**config.mk**
```make
export PLATFORM = sky130hd
export DESIGN_NAME = at_response_prompt_matcher_flat
export DESIGN_NICKNAME = d
export VERILOG_FILES = /design/src/rtl/core/arpm_pkg.sv /design/src/rtl/core/arpm_if.sv /design/src/rtl/core/arpm_match_step.sv /design/src/rtl/core/at_response_prompt_matcher.sv /design/src/flat_wrapper.sv
export SDC_FILE = /design/constraint.sdc
export NUM_CORES = 1
export LEC_CHECK = 0
export BUFFER_PORTS_ARGS = -buffer_cell sky130_fd_sc_hd__buf_2
export CORE_MARGIN = 5
export CORE_UTILIZATION = 50
export DETAILED_ROUTE_END_ITERATION = 8
export PLACE_DENSITY_LB_ADDON = 0.25
export SYNTH_ARGS = -nofsm -noshare
export SYNTH_HDL_FRONTEND = slang
export SYNTH_SLANG_ARGS = --single-unit
```
**constraint.sdc**
```tcl
create_clock -name clk_i -period 5.7 [get_ports clk_i]
set_clock_uncertainty 0.2 [all_clocks]
set_input_delay 0 -clock clk_i [delete_from_list [all_inputs] [get_ports clk_i]]
set_output_delay 0 -clock clk_i [all_outputs]
set_load 0.1 [all_outputs]
```
**src/rtl/core/arpm_pkg.sv**
```systemverilog
// Shared types and constants for the AT response prompt matcher.
`default_nettype none

package arpm_pkg;

  // Fixed field widths
  localparam int unsigned KindW     = 2;
  localparam int unsigned ByteW     = 8;
  localparam int unsigned LenW      = 5;
  localparam int unsigned CapW      = 8;
  localparam int unsigned TickW     = 32;
  localparam int unsigned CfgDataW  = 64;
  localparam int unsigned CfgIdxW   = 3;
  localparam int unsigned PatBytes  = 16;
  localparam int unsigned PatIdxW   = 4;
  localparam int unsigned PatW      = PatBytes * ByteW;

  // Carriage return ends response gathering
  localparam logic [ByteW-1:0] CrByte = 8'h0D;

  // Request kinds
  typedef enum logic [KindW-1:0] {
    KindStart = 2'd0,
    KindByte  = 2'd1,
    KindTick  = 2'd2
  } kind_e;

  // Wait phase, reported as status
  typedef enum logic [1:0] {
    PhIdle    = 2'd0,
    PhWait    = 2'd1,
    PhMatch   = 2'd2,
    PhTimeout = 2'd3
  } phase_e;

  // Configuration register indexes
  typedef enum logic [CfgIdxW-1:0] {
    CfgPromptLow  = 3'd0,
    CfgPromptHigh = 3'd1,
    CfgPromptLen  = 3'd2,
    CfgTermLow    = 3'd3,
    CfgTermHigh   = 3'd4,
    CfgTermLen    = 3'd5,
    CfgRespCap    = 3'd6,
    CfgTimeout    = 3'd7
  } cfg_idx_e;

endpackage

`default_nettype wire

```
**src/rtl/core/arpm_if.sv**
```systemverilog
// Valid/ready channel interfaces for the matcher's requests and results.
`default_nettype none

interface arpm_in_if;
  import arpm_pkg::*;

  logic             valid;
  logic             ready;
  logic [KindW-1:0] kind;
  logic [ByteW-1:0] rx_byte;

  modport source (output valid, kind, rx_byte, input ready);
  modport sink   (input valid, kind, rx_byte, output ready);
endinterface

interface arpm_out_if;
  import arpm_pkg::*;

  logic             valid;
  logic             ready;
  logic [1:0]       status;
  logic             resp_valid;
  logic [ByteW-1:0] resp_byte;
  logic [CapW-1:0]  resp_index;

  modport source (output valid, status, resp_valid, resp_byte, resp_index, input ready);
  modport sink   (input valid, status, resp_valid, resp_byte, resp_index, output ready);
endinterface

`default_nettype wire

```
**src/rtl/core/arpm_match_step.sv**
```systemverilog
// One step of pattern matching with the simple restart rule.
`default_nettype none

module arpm_match_step #(
  parameter int unsigned PosW = 5
) (
  input  logic [arpm_pkg::PatW-1:0]  pattern_i,
  input  logic [PosW-1:0]            pos_i,
  input  logic [arpm_pkg::ByteW-1:0] byte_i,
  output logic [PosW-1:0]            pos_o
);
  import arpm_pkg::*;

  logic [PatIdxW-1:0] idx;
  logic [ByteW-1:0]   expect_byte;
  logic [ByteW-1:0]   first_byte;

  // Pick the pattern byte at the current position
  assign idx         = PatIdxW'(pos_i);
  assign expect_byte = pattern_i[ByteW*idx +: ByteW];
  assign first_byte  = pattern_i[ByteW-1:0];

  // Advance on a hit, else restart at one or zero
  always_comb begin
    if (byte_i == expect_byte) begin
      pos_o = pos_i + PosW'(1);
    end else if (byte_i == first_byte) begin
      pos_o = PosW'(1);
    end else begin
      pos_o = '0;
    end
  end

endmodule

`default_nettype wire

```
**src/rtl/core/at_response_prompt_matcher.sv**
```systemverilog
// Top level of the AT response prompt matcher.
`default_nettype none

// Takes one request (start, received byte or timer tick) per clock and gives
// exactly one result per request. A request's result appears in the output
// register on the cycle after it is accepted; a new request is taken every
// cycle as long as the output register is empty or being read, so the sustained
// rate is one request per cycle. That rate is set by the combinational update
// of the prompt and terminator match positions, the gathered count and the
// tick counter. There is no clearing pass after reset. Configuration registers
// are written through cfg_we_i/cfg_idx_i/cfg_data_i and should change only
// while no request is in flight.
module at_response_prompt_matcher #(
  parameter int unsigned MaxPattern = 16
) (
  input  logic                        clk_i,
  input  logic                        rst_ni,
  input  logic                        cfg_we_i,
  input  logic [arpm_pkg::CfgIdxW-1:0]  cfg_idx_i,
  input  logic [arpm_pkg::CfgDataW-1:0] cfg_data_i,
  arpm_in_if.sink                     in_i,
  arpm_out_if.source                  out_o
);
  import arpm_pkg::*;

  localparam int unsigned PosW = $clog2(MaxPattern + 1);
  localparam logic [LenW-1:0] MaxLen = LenW'(MaxPattern);

  // Configuration registers
  logic [PatW-1:0]  prompt_q;
  logic [LenW-1:0]  prompt_len_q;
  logic [PatW-1:0]  term_q;
  logic [LenW-1:0]  term_len_q;
  logic [CapW-1:0]  resp_cap_q;
  logic [TickW-1:0] timeout_q;

  // Wait state
  phase_e           phase_q, phase_d;
  logic [PosW-1:0]  ppos_q, ppos_d;
  logic [PosW-1:0]  tpos_q, tpos_d;
  logic [CapW-1:0]  gcnt_q, gcnt_d;
  logic [TickW-1:0] elapsed_q, elapsed_d;
  logic             gdone_q, gdone_d;

  // Output register
  logic             out_valid_q;
  phase_e           status_q;
  logic             resp_valid_q, resp_valid_d;
  logic [ByteW-1:0] resp_byte_q, resp_byte_d;
  logic [CapW-1:0]  resp_index_q, resp_index_d;

  logic             in_fire;
  logic [PosW-1:0]  plen;
  logic [PosW-1:0]  tlen;
  logic [PosW-1:0]  tpos_cur;
  logic [PosW-1:0]  ppos_next;
  logic [PosW-1:0]  tpos_next;
  logic [TickW-1:0] elapsed_inc;
  logic [CapW:0]    gcnt_plus2;
  logic [ByteW-1:0] c;

  assign in_fire  = in_i.valid && in_i.ready;
  assign in_i.ready = !out_valid_q || out_o.ready;
  assign c        = in_i.rx_byte;

  // Write configuration
  always_ff @(posedge clk_i or negedge rst_ni) begin
    if (!rst_ni) begin
      prompt_q     <= '0;
      prompt_len_q <= '0;
      term_q       <= '0;
      term_len_q   <= LenW'(1);
      resp_cap_q   <= '0;
      timeout_q    <= '0;
    end else if (cfg_we_i) begin
      unique case (cfg_idx_e'(cfg_idx_i))
        CfgPromptLow:  prompt_q[CfgDataW-1:0]      <= cfg_data_i;
        CfgPromptHigh: prompt_q[PatW-1:CfgDataW]   <= cfg_data_i;
        CfgPromptLen:  prompt_len_q                <= cfg_data_i[LenW-1:0];
        CfgTermLow:    term_q[CfgDataW-1:0]        <= cfg_data_i;
        CfgTermHigh:   term_q[PatW-1:CfgDataW]     <= cfg_data_i;
        CfgTermLen:    term_len_q                  <= cfg_data_i[LenW-1:0];
        CfgRespCap:    resp_cap_q                  <= cfg_data_i[CapW-1:0];
        CfgTimeout:    timeout_q                   <= cfg_data_i[TickW-1:0];
        default: ;
      endcase
    end
  end

  // Clamp pattern lengths; a zero terminator length counts as one
  always_comb begin
    plen = (prompt_len_q > MaxLen) ? PosW'(MaxLen) : PosW'(prompt_len_q);
    if (term_len_q > MaxLen) begin
      tlen = PosW'(MaxLen);
    end else if (term_len_q == '0) begin
      tlen = PosW'(1);
    end else begin
      tlen = PosW'(term_len_q);
    end
  end

  // Wrap the terminator position once a full match was seen
  assign tpos_cur = (tpos_q >= tlen) ? '0 : tpos_q;

  arpm_match_step #(.PosW(PosW)) u_prompt_step (
    .pattern_i (prompt_q),
    .pos_i     (ppos_q),
    .byte_i    (c),
    .pos_o     (ppos_next)
  );

  arpm_match_step #(.PosW(PosW)) u_term_step (
    .pattern_i (term_q),
    .pos_i     (tpos_cur),
    .byte_i    (c),
    .pos_o     (tpos_next)
  );

  assign elapsed_inc = (elapsed_q == '1) ? elapsed_q : elapsed_q + TickW'(1);
  assign gcnt_plus2  = {1'b0, gcnt_q} + (CapW+1)'(2);

  // Compute the next wait state and result
  always_comb begin
    phase_d      = phase_q;
    ppos_d       = ppos_q;
    tpos_d       = tpos_q;
    gcnt_d       = gcnt_q;
    elapsed_d    = elapsed_q;
    gdone_d      = gdone_q;
    resp_valid_d = 1'b0;
    resp_byte_d  = '0;
    resp_index_d = '0;
    case (kind_e'(in_i.kind))
      KindStart: begin
        ppos_d    = '0;
        tpos_d    = '0;
        gcnt_d    = '0;
        elapsed_d = '0;
        gdone_d   = 1'b0;
        phase_d   = (timeout_q == '0) ? PhTimeout : PhWait;
      end
      KindTick: begin
        if (phase_q == PhWait) begin
          elapsed_d = elapsed_inc;
          if (elapsed_inc >= timeout_q) begin
            phase_d = PhTimeout;
          end
        end
      end
      KindByte: begin
        if (phase_q == PhWait) begin
          if (elapsed_q >= timeout_q) begin
            phase_d = PhTimeout;
          end else begin
            // Prompt match, then gather the response
            if (plen != '0) begin
              if (ppos_q < plen) begin
                ppos_d = ppos_next;
              end else if (!gdone_q && resp_cap_q != '0) begin
                if (c == CrByte || gcnt_plus2 > {1'b0, resp_cap_q}) begin
                  gdone_d = 1'b1;
                end else begin
                  resp_valid_d = 1'b1;
                  resp_byte_d  = c;
                  resp_index_d = gcnt_q;
                  gcnt_d       = gcnt_q + CapW'(1);
                end
              end
            end
            // Terminator match
            tpos_d = tpos_next;
            if (tpos_next >= tlen) begin
              phase_d = PhMatch;
            end
          end
        end
      end
      default: ;
    endcase
  end

  // Hold wait state; advance on each accepted request
  always_ff @(posedge clk_i or negedge rst_ni) begin
    if (!rst_ni) begin
      phase_q   <= PhIdle;
      ppos_q    <= '0;
      tpos_q    <= '0;
      gcnt_q    <= '0;
      elapsed_q <= '0;
      gdone_q   <= 1'b0;
    end else if (in_fire) begin
      phase_q   <= phase_d;
      ppos_q    <= ppos_d;
      tpos_q    <= tpos_d;
      gcnt_q    <= gcnt_d;
      elapsed_q <= elapsed_d;
      gdone_q   <= gdone_d;
    end
  end

  // Output register valid
  always_ff @(posedge clk_i or negedge rst_ni) begin
    if (!rst_ni) begin
      out_valid_q <= 1'b0;
    end else if (in_fire) begin
      out_valid_q <= 1'b1;
    end else if (out_o.ready) begin
      out_valid_q <= 1'b0;
    end
  end

  // Output register payload
  always_ff @(posedge clk_i) begin
    if (in_fire) begin
      status_q     <= phase_d;
      resp_valid_q <= resp_valid_d;
      resp_byte_q  <= resp_byte_d;
      resp_index_q <= resp_index_d;
    end
  end

  assign out_o.valid      = out_valid_q;
  assign out_o.status     = status_q;
  assign out_o.resp_valid = resp_valid_q;
  assign out_o.resp_byte  = resp_byte_q;
  assign out_o.resp_index = resp_index_q;

  // Tick count only grows within a wait
  a_elapsed_mono: assert property (@(posedge clk_i) disable iff (!rst_ni)
    in_fire && in_i.kind != KindStart |=> elapsed_q >= $past(elapsed_q))
    else $error("elapsed tick count went down without a start");

  // Gathered count moves exactly when a response byte goes out
  a_gather_count: assert property (@(posedge clk_i) disable iff (!rst_ni)
    in_fire && in_i.kind != KindStart |=> (gcnt_q != $past(gcnt_q)) == resp_valid_q)
    else $error("gathered count out of step with response bytes");

  // Only a start leaves a finished or idle phase
  a_phase_sticky: assert property (@(posedge clk_i) disable iff (!rst_ni)
    in_fire && phase_q != PhWait && in_i.kind != KindStart |=> phase_q == $past(phase_q))
    else $error("phase changed outside a wait without a start");

  // A response byte is reported only after the prompt matched
  a_resp_after_prompt: assert property (@(posedge clk_i) disable iff (!rst_ni)
    in_fire && resp_valid_d |-> ppos_q >= plen && plen != '0)
    else $error("response byte gathered before the prompt matched");

endmodule

`default_nettype wire

```
**src/flat_wrapper.sv**
```systemverilog
// flat-port wrapper written by rule: the top's interface ports become plain ports
module at_response_prompt_matcher_flat import arpm_pkg::*;
#(
  parameter int unsigned MaxPattern = 16
)
  (clk_i, rst_ni, cfg_we_i, cfg_idx_i, cfg_data_i, in_i_valid, in_i_kind, in_i_rx_byte, in_i_ready, out_o_valid, out_o_status, out_o_resp_valid, out_o_resp_byte, out_o_resp_index, out_o_ready);
  arpm_in_if in_i_i ();
  arpm_out_if out_o_i ();
  input  logic clk_i;
  input  logic rst_ni;
  input  logic cfg_we_i;
  input  logic [arpm_pkg::CfgIdxW-1:0] cfg_idx_i;
  input  logic [arpm_pkg::CfgDataW-1:0] cfg_data_i;
  input wire logic [$bits(in_i_i.valid)-1:0] in_i_valid;
  input wire logic [$bits(in_i_i.kind)-1:0] in_i_kind;
  input wire logic [$bits(in_i_i.rx_byte)-1:0] in_i_rx_byte;
  output wire logic [$bits(in_i_i.ready)-1:0] in_i_ready;
  output wire logic [$bits(out_o_i.valid)-1:0] out_o_valid;
  output wire logic [$bits(out_o_i.status)-1:0] out_o_status;
  output wire logic [$bits(out_o_i.resp_valid)-1:0] out_o_resp_valid;
  output wire logic [$bits(out_o_i.resp_byte)-1:0] out_o_resp_byte;
  output wire logic [$bits(out_o_i.resp_index)-1:0] out_o_resp_index;
  input wire logic [$bits(out_o_i.ready)-1:0] out_o_ready;
  assign in_i_i.valid = in_i_valid;
  assign in_i_i.kind = in_i_kind;
  assign in_i_i.rx_byte = in_i_rx_byte;
  assign in_i_ready = in_i_i.ready;
  assign out_o_valid = out_o_i.valid;
  assign out_o_status = out_o_i.status;
  assign out_o_resp_valid = out_o_i.resp_valid;
  assign out_o_resp_byte = out_o_i.resp_byte;
  assign out_o_resp_index = out_o_i.resp_index;
  assign out_o_i.ready = out_o_ready;
  at_response_prompt_matcher #(.MaxPattern(MaxPattern)) u_core (.clk_i(clk_i), .rst_ni(rst_ni), .cfg_we_i(cfg_we_i), .cfg_idx_i(cfg_idx_i), .cfg_data_i(cfg_data_i), .in_i(in_i_i), .out_o(out_o_i));
endmodule
```
==> results.toml <==
[worst_hold_path]
hold_depth = 3
holdCritStartpoint = "cfg_data_i[46]"
hold_end = "u_core.term_q[46]"
hp-class = "input port to flip-flop"

[job]
maxCapViolCount = 0

[timing]
max_freq_mhz = 186
hold_viol = 0
min_period_ns = 5.37
slew_headroom = 0.298
maxSlewViolCount = 0
setup_viol = 0
finalCritPeriodShare = 0.941
setup_tns_ns = 0
grt_setup_unrepaired = "no"
setup_ws_ns = 0.334
tightest_slew_ns = 1.05

[worst_setup_path]
cp-end-kind = "flip-flop"
path_class = "flip-flop to flip-flop"
rrSetupSlack_ns = 0.33
cp.required_ns = 5.93
ff2ff_path_depth = 23
worstPathArrival_ns = 5.59
r2r_start = "u_core.term_len_q[1]"
r2r-end = "u_core.out_o.status[0]"
cp_max_fo = 8
worstSetupStartpointType = "flip-flop"

[yosys]
synth_seq_cells = 379
synthesis.nets = 1804
yosys.cell_types.count = 66
synth_edf_count = 19
syn_area_um2 = 20000
netlist_instances = 1631
yosys-top-cells-area = "dfrtp_1 45%, mux2_2 18%, ha_1 5.7%, mux4_2 4.7%, edfxtp_1 2.8%"
yosysTopAreaCell = "dfrtp_1"
async_flop_share = 0.950
synthFlopType = "dfrtp_1"
syn_area_per_cell_um2 = 12.3
synth_top_area_share = 0.448
yosysSeqAreaShare = 0.478
ys_warn_count = 0

[routing]
drt_iter0_markers = 1036
vias_per_cell = 5.96
route.detailed.drc = 0
num_vias = 14100
postRouteAntennaNets = 0
dr.pass1.iters = 5
totalWireLength_mm = 54.1
wl_per_cell_um = 22.9

[power_and_ir_drop]
switchingPower_mw = 2.24
swShare = 0.286
p_clk_frac = 0.338
power.density_nw_per_um2 = 335
comb_power_share = 0.206
vdd_ir_drop_max_mv = 0.274
p_seq_frac = 0.456
power.internal_mw = 5.58
p_leak_nw = 10.2

[clock_tree]
cts_made_buffers = 40
cts_sinks = 379
path_clk_slew_ns = 0.06
post-cts-setup-buffer-count = 0
htreeDepth = 2
insertion_delay_ns = 0.57
cts_buffer_depth = 3
cts_tree = "built"
root_buffer = "clkbuf_16"

[floorplanning]
io-pin-count = 103
rows = 73
start_util = 0.505
dieArea_um2 = 44200
die_x_um = 210
die_h_um = 210
coreArea_um2 = 39700

[final_layout]
syn2layout_area_growth_pct = 16.4
final_util = 0.588
antenna_cells = 0
instances_no_fill = 2359
fin_nets = 1977
layout-drive-gt1-share = 0.318

[global_route]
grt-ovfl-total = 0
grt_max_degree = 180
grt_antenna_before_repair = 2
grt_usage = 0.246
grt_pass1_vias = 14600
grt_pass1_wl_mm = 85.4

[place]
hpwlAfterDp_mm = 37.5
numPortBuffers = 102
dp_cells = 2201
place_ws_ns = 0.360
gp_congestion = 0.934

[run_status]
status = "completed"
cells in the mapped netlist, types with 14 or more instances:
cell type and n:
nand4_1 30, a21oi_1 42, nor2_1 61, and2_1 18, nor4_1 18, a22o_1 17, mux2i_1 26, inv_1 54
nor3_1 17, mux2_2 321, mux4_2 42, o221ai_1 14, dfrtp_1 359, xnor2_1 44, nand3_1 41, nand2_1 64
a21o_1 31, xor2_1 24, o31ai_1 14, edfxtp_1 19, clkbuf_1 69, ha_1 91, o21ai_0 56
power by group through the flow:
stage                     clock (mW)  combinational [mW]  sequential [mW]
after floorplan                    0                1.09             3.53
after global placement             0                1.50             3.58
after detailed placement           0                1.56             3.60
after CTS                       2.69                1.61             3.56
after global routing            2.80                1.77             3.62
final                           2.64                1.61             3.56
how the worst max path moves through the flow:
stage	to	slack, ns	from
2_1_floorplan	u_core.out_o.status[1]	0.35	u_core.tpos_q[0]
3_3_place_gp	u_core.out_o.status[1]	0.35	u_core.term_len_q[1]
3_5_place_dp	u_core.out_o.status[1]	0.36	u_core.term_len_q[1]
4_1_cts	u_core.out_o.status[0]	0.06	u_core.term_len_q[1]
5_1_grt	u_core.out_o.status[0]	0.007	u_core.term_len_q[1]
6_report	u_core.out_o.status[0]	0.33	u_core.term_len_q[1]
registers in the layout, summed over array words and instances (netlist names):
signal                   count
u_core.out_o.resp_byte       8
u_core.out_o.status          2
u_core.resp_cap_q            8
u_core.out_o.valid           1
u_core.elapsed_q            32
u_core.prompt_len_q          5
u_core.term_q              128
u_core.phase_q               2
u_core.timeout_q            32
u_core.tpos_q                5
u_core.term_len_q            5
u_core.out_o.resp_index      8
u_core.gcnt_q                8
u_core.out_o.resp_valid      1
u_core.ppos_q                5
u_core.gdone_q               1
u_core.prompt_q            128
what timing repair did:
item / 4_1_cts / 5_1_grt
gates resized for setup: 0 / 4
setup endpoints to repair: 0 / 2
hold buffers: 86 / 0
hold endpoints to repair: 704 / 0
worst max-delay path, cell delays in order (launching register included):
cell	delay, ns
dfrtp_1	0.39
nor3_1	0.19
nor2_1	0.08
nor2_2	0.14
ha_1	0.25
nor2b_1	0.11
o21ai_1	0.15
a31o_2	0.34
or4_1	0.54
and3_1	0.18
a211oi_1	0.17
nand4_1	0.17
nor2_2	0.16
mux2i_1	0.23
ha_1	0.26
nand2b_1	0.14
a21o_1	0.17
a21o_1	0.17
a21o_1	0.18
a21oi_2	0.20
or3_1	0.14
o21ai_0	0.06
o21ai_0	0.07
dlygate4sd3_1	0.55
metrics by stage:
stage | hold WS, ns | total power, mW | cell area [um^2]
floorplan | -0.496 | 4.62 | 20000
global placement | -0.244 | 5.08 | 21100
detailed placement | -0.241 | 5.16 | 21100
CTS | 0.0357 | 7.86 | 23300
global route | 0.0513 | 8.19 | 23300
finish | 0.0535 | 7.81 | 23300
final cells by class:
class | instances | area [um^2]
Fill cell | 3205 | 16400
Multi-Input combinational cell | 1111 | 9930
Sequential cell | 379 | 9580
Timing Repair Buffer | 218 | 1650
Clock buffer | 56 | 1160
Tap cell | 525 | 657
Inverter | 54 | 203
Clock inverter | 16 | 161
placed cells by master (no fill, tap or decap), types with 10 or more instances in the layout:
cell type / n
nor3_1: 15
mux2_2: 321
a21oi_1: 41
o22ai_1: 10
mux2i_1: 26
xor2_1: 24
buf_4: 28
nand4_1: 30
edfxtp_1: 19
and2_1: 18
nand2b_1: 13
nand3_1: 41
ha_1: 91
clkbuf_8: 10
xnor2_1: 44
and3_1: 11
o221ai_1: 14
a21o_1: 31
inv_1: 54
buf_2: 101
mux4_2: 42
o21ai_0: 55
nand2_1: 64
o31ai_1: 14
clkbuf_16: 40
dlygate4sd3_1: 85
a22o_1: 17
dfrtp_1: 357
nor4_1: 18
nor2_1: 59
kinds of logic after synthesis:
kind of cell               share of synthesized area
adders and majority gates                     0.0568
DFF                                            0.478
and+or+nand+nor                               0.0825
AOI/OAI and AO/OA                             0.0830
xor gates and xnor gates                      0.0297
buffers and inverters                         0.0283
muxes                                          0.242
metal layers:
metal | routed length [um] | GRT usage
met5 | 0 | 0
met4 | 1680 | 0.0731
met3 | 2840 | 0.0455
met1 | 23800 | 0.338
met2 | 25800 | 0.402
Note: power is estimated with default switching activity, not from simulation.
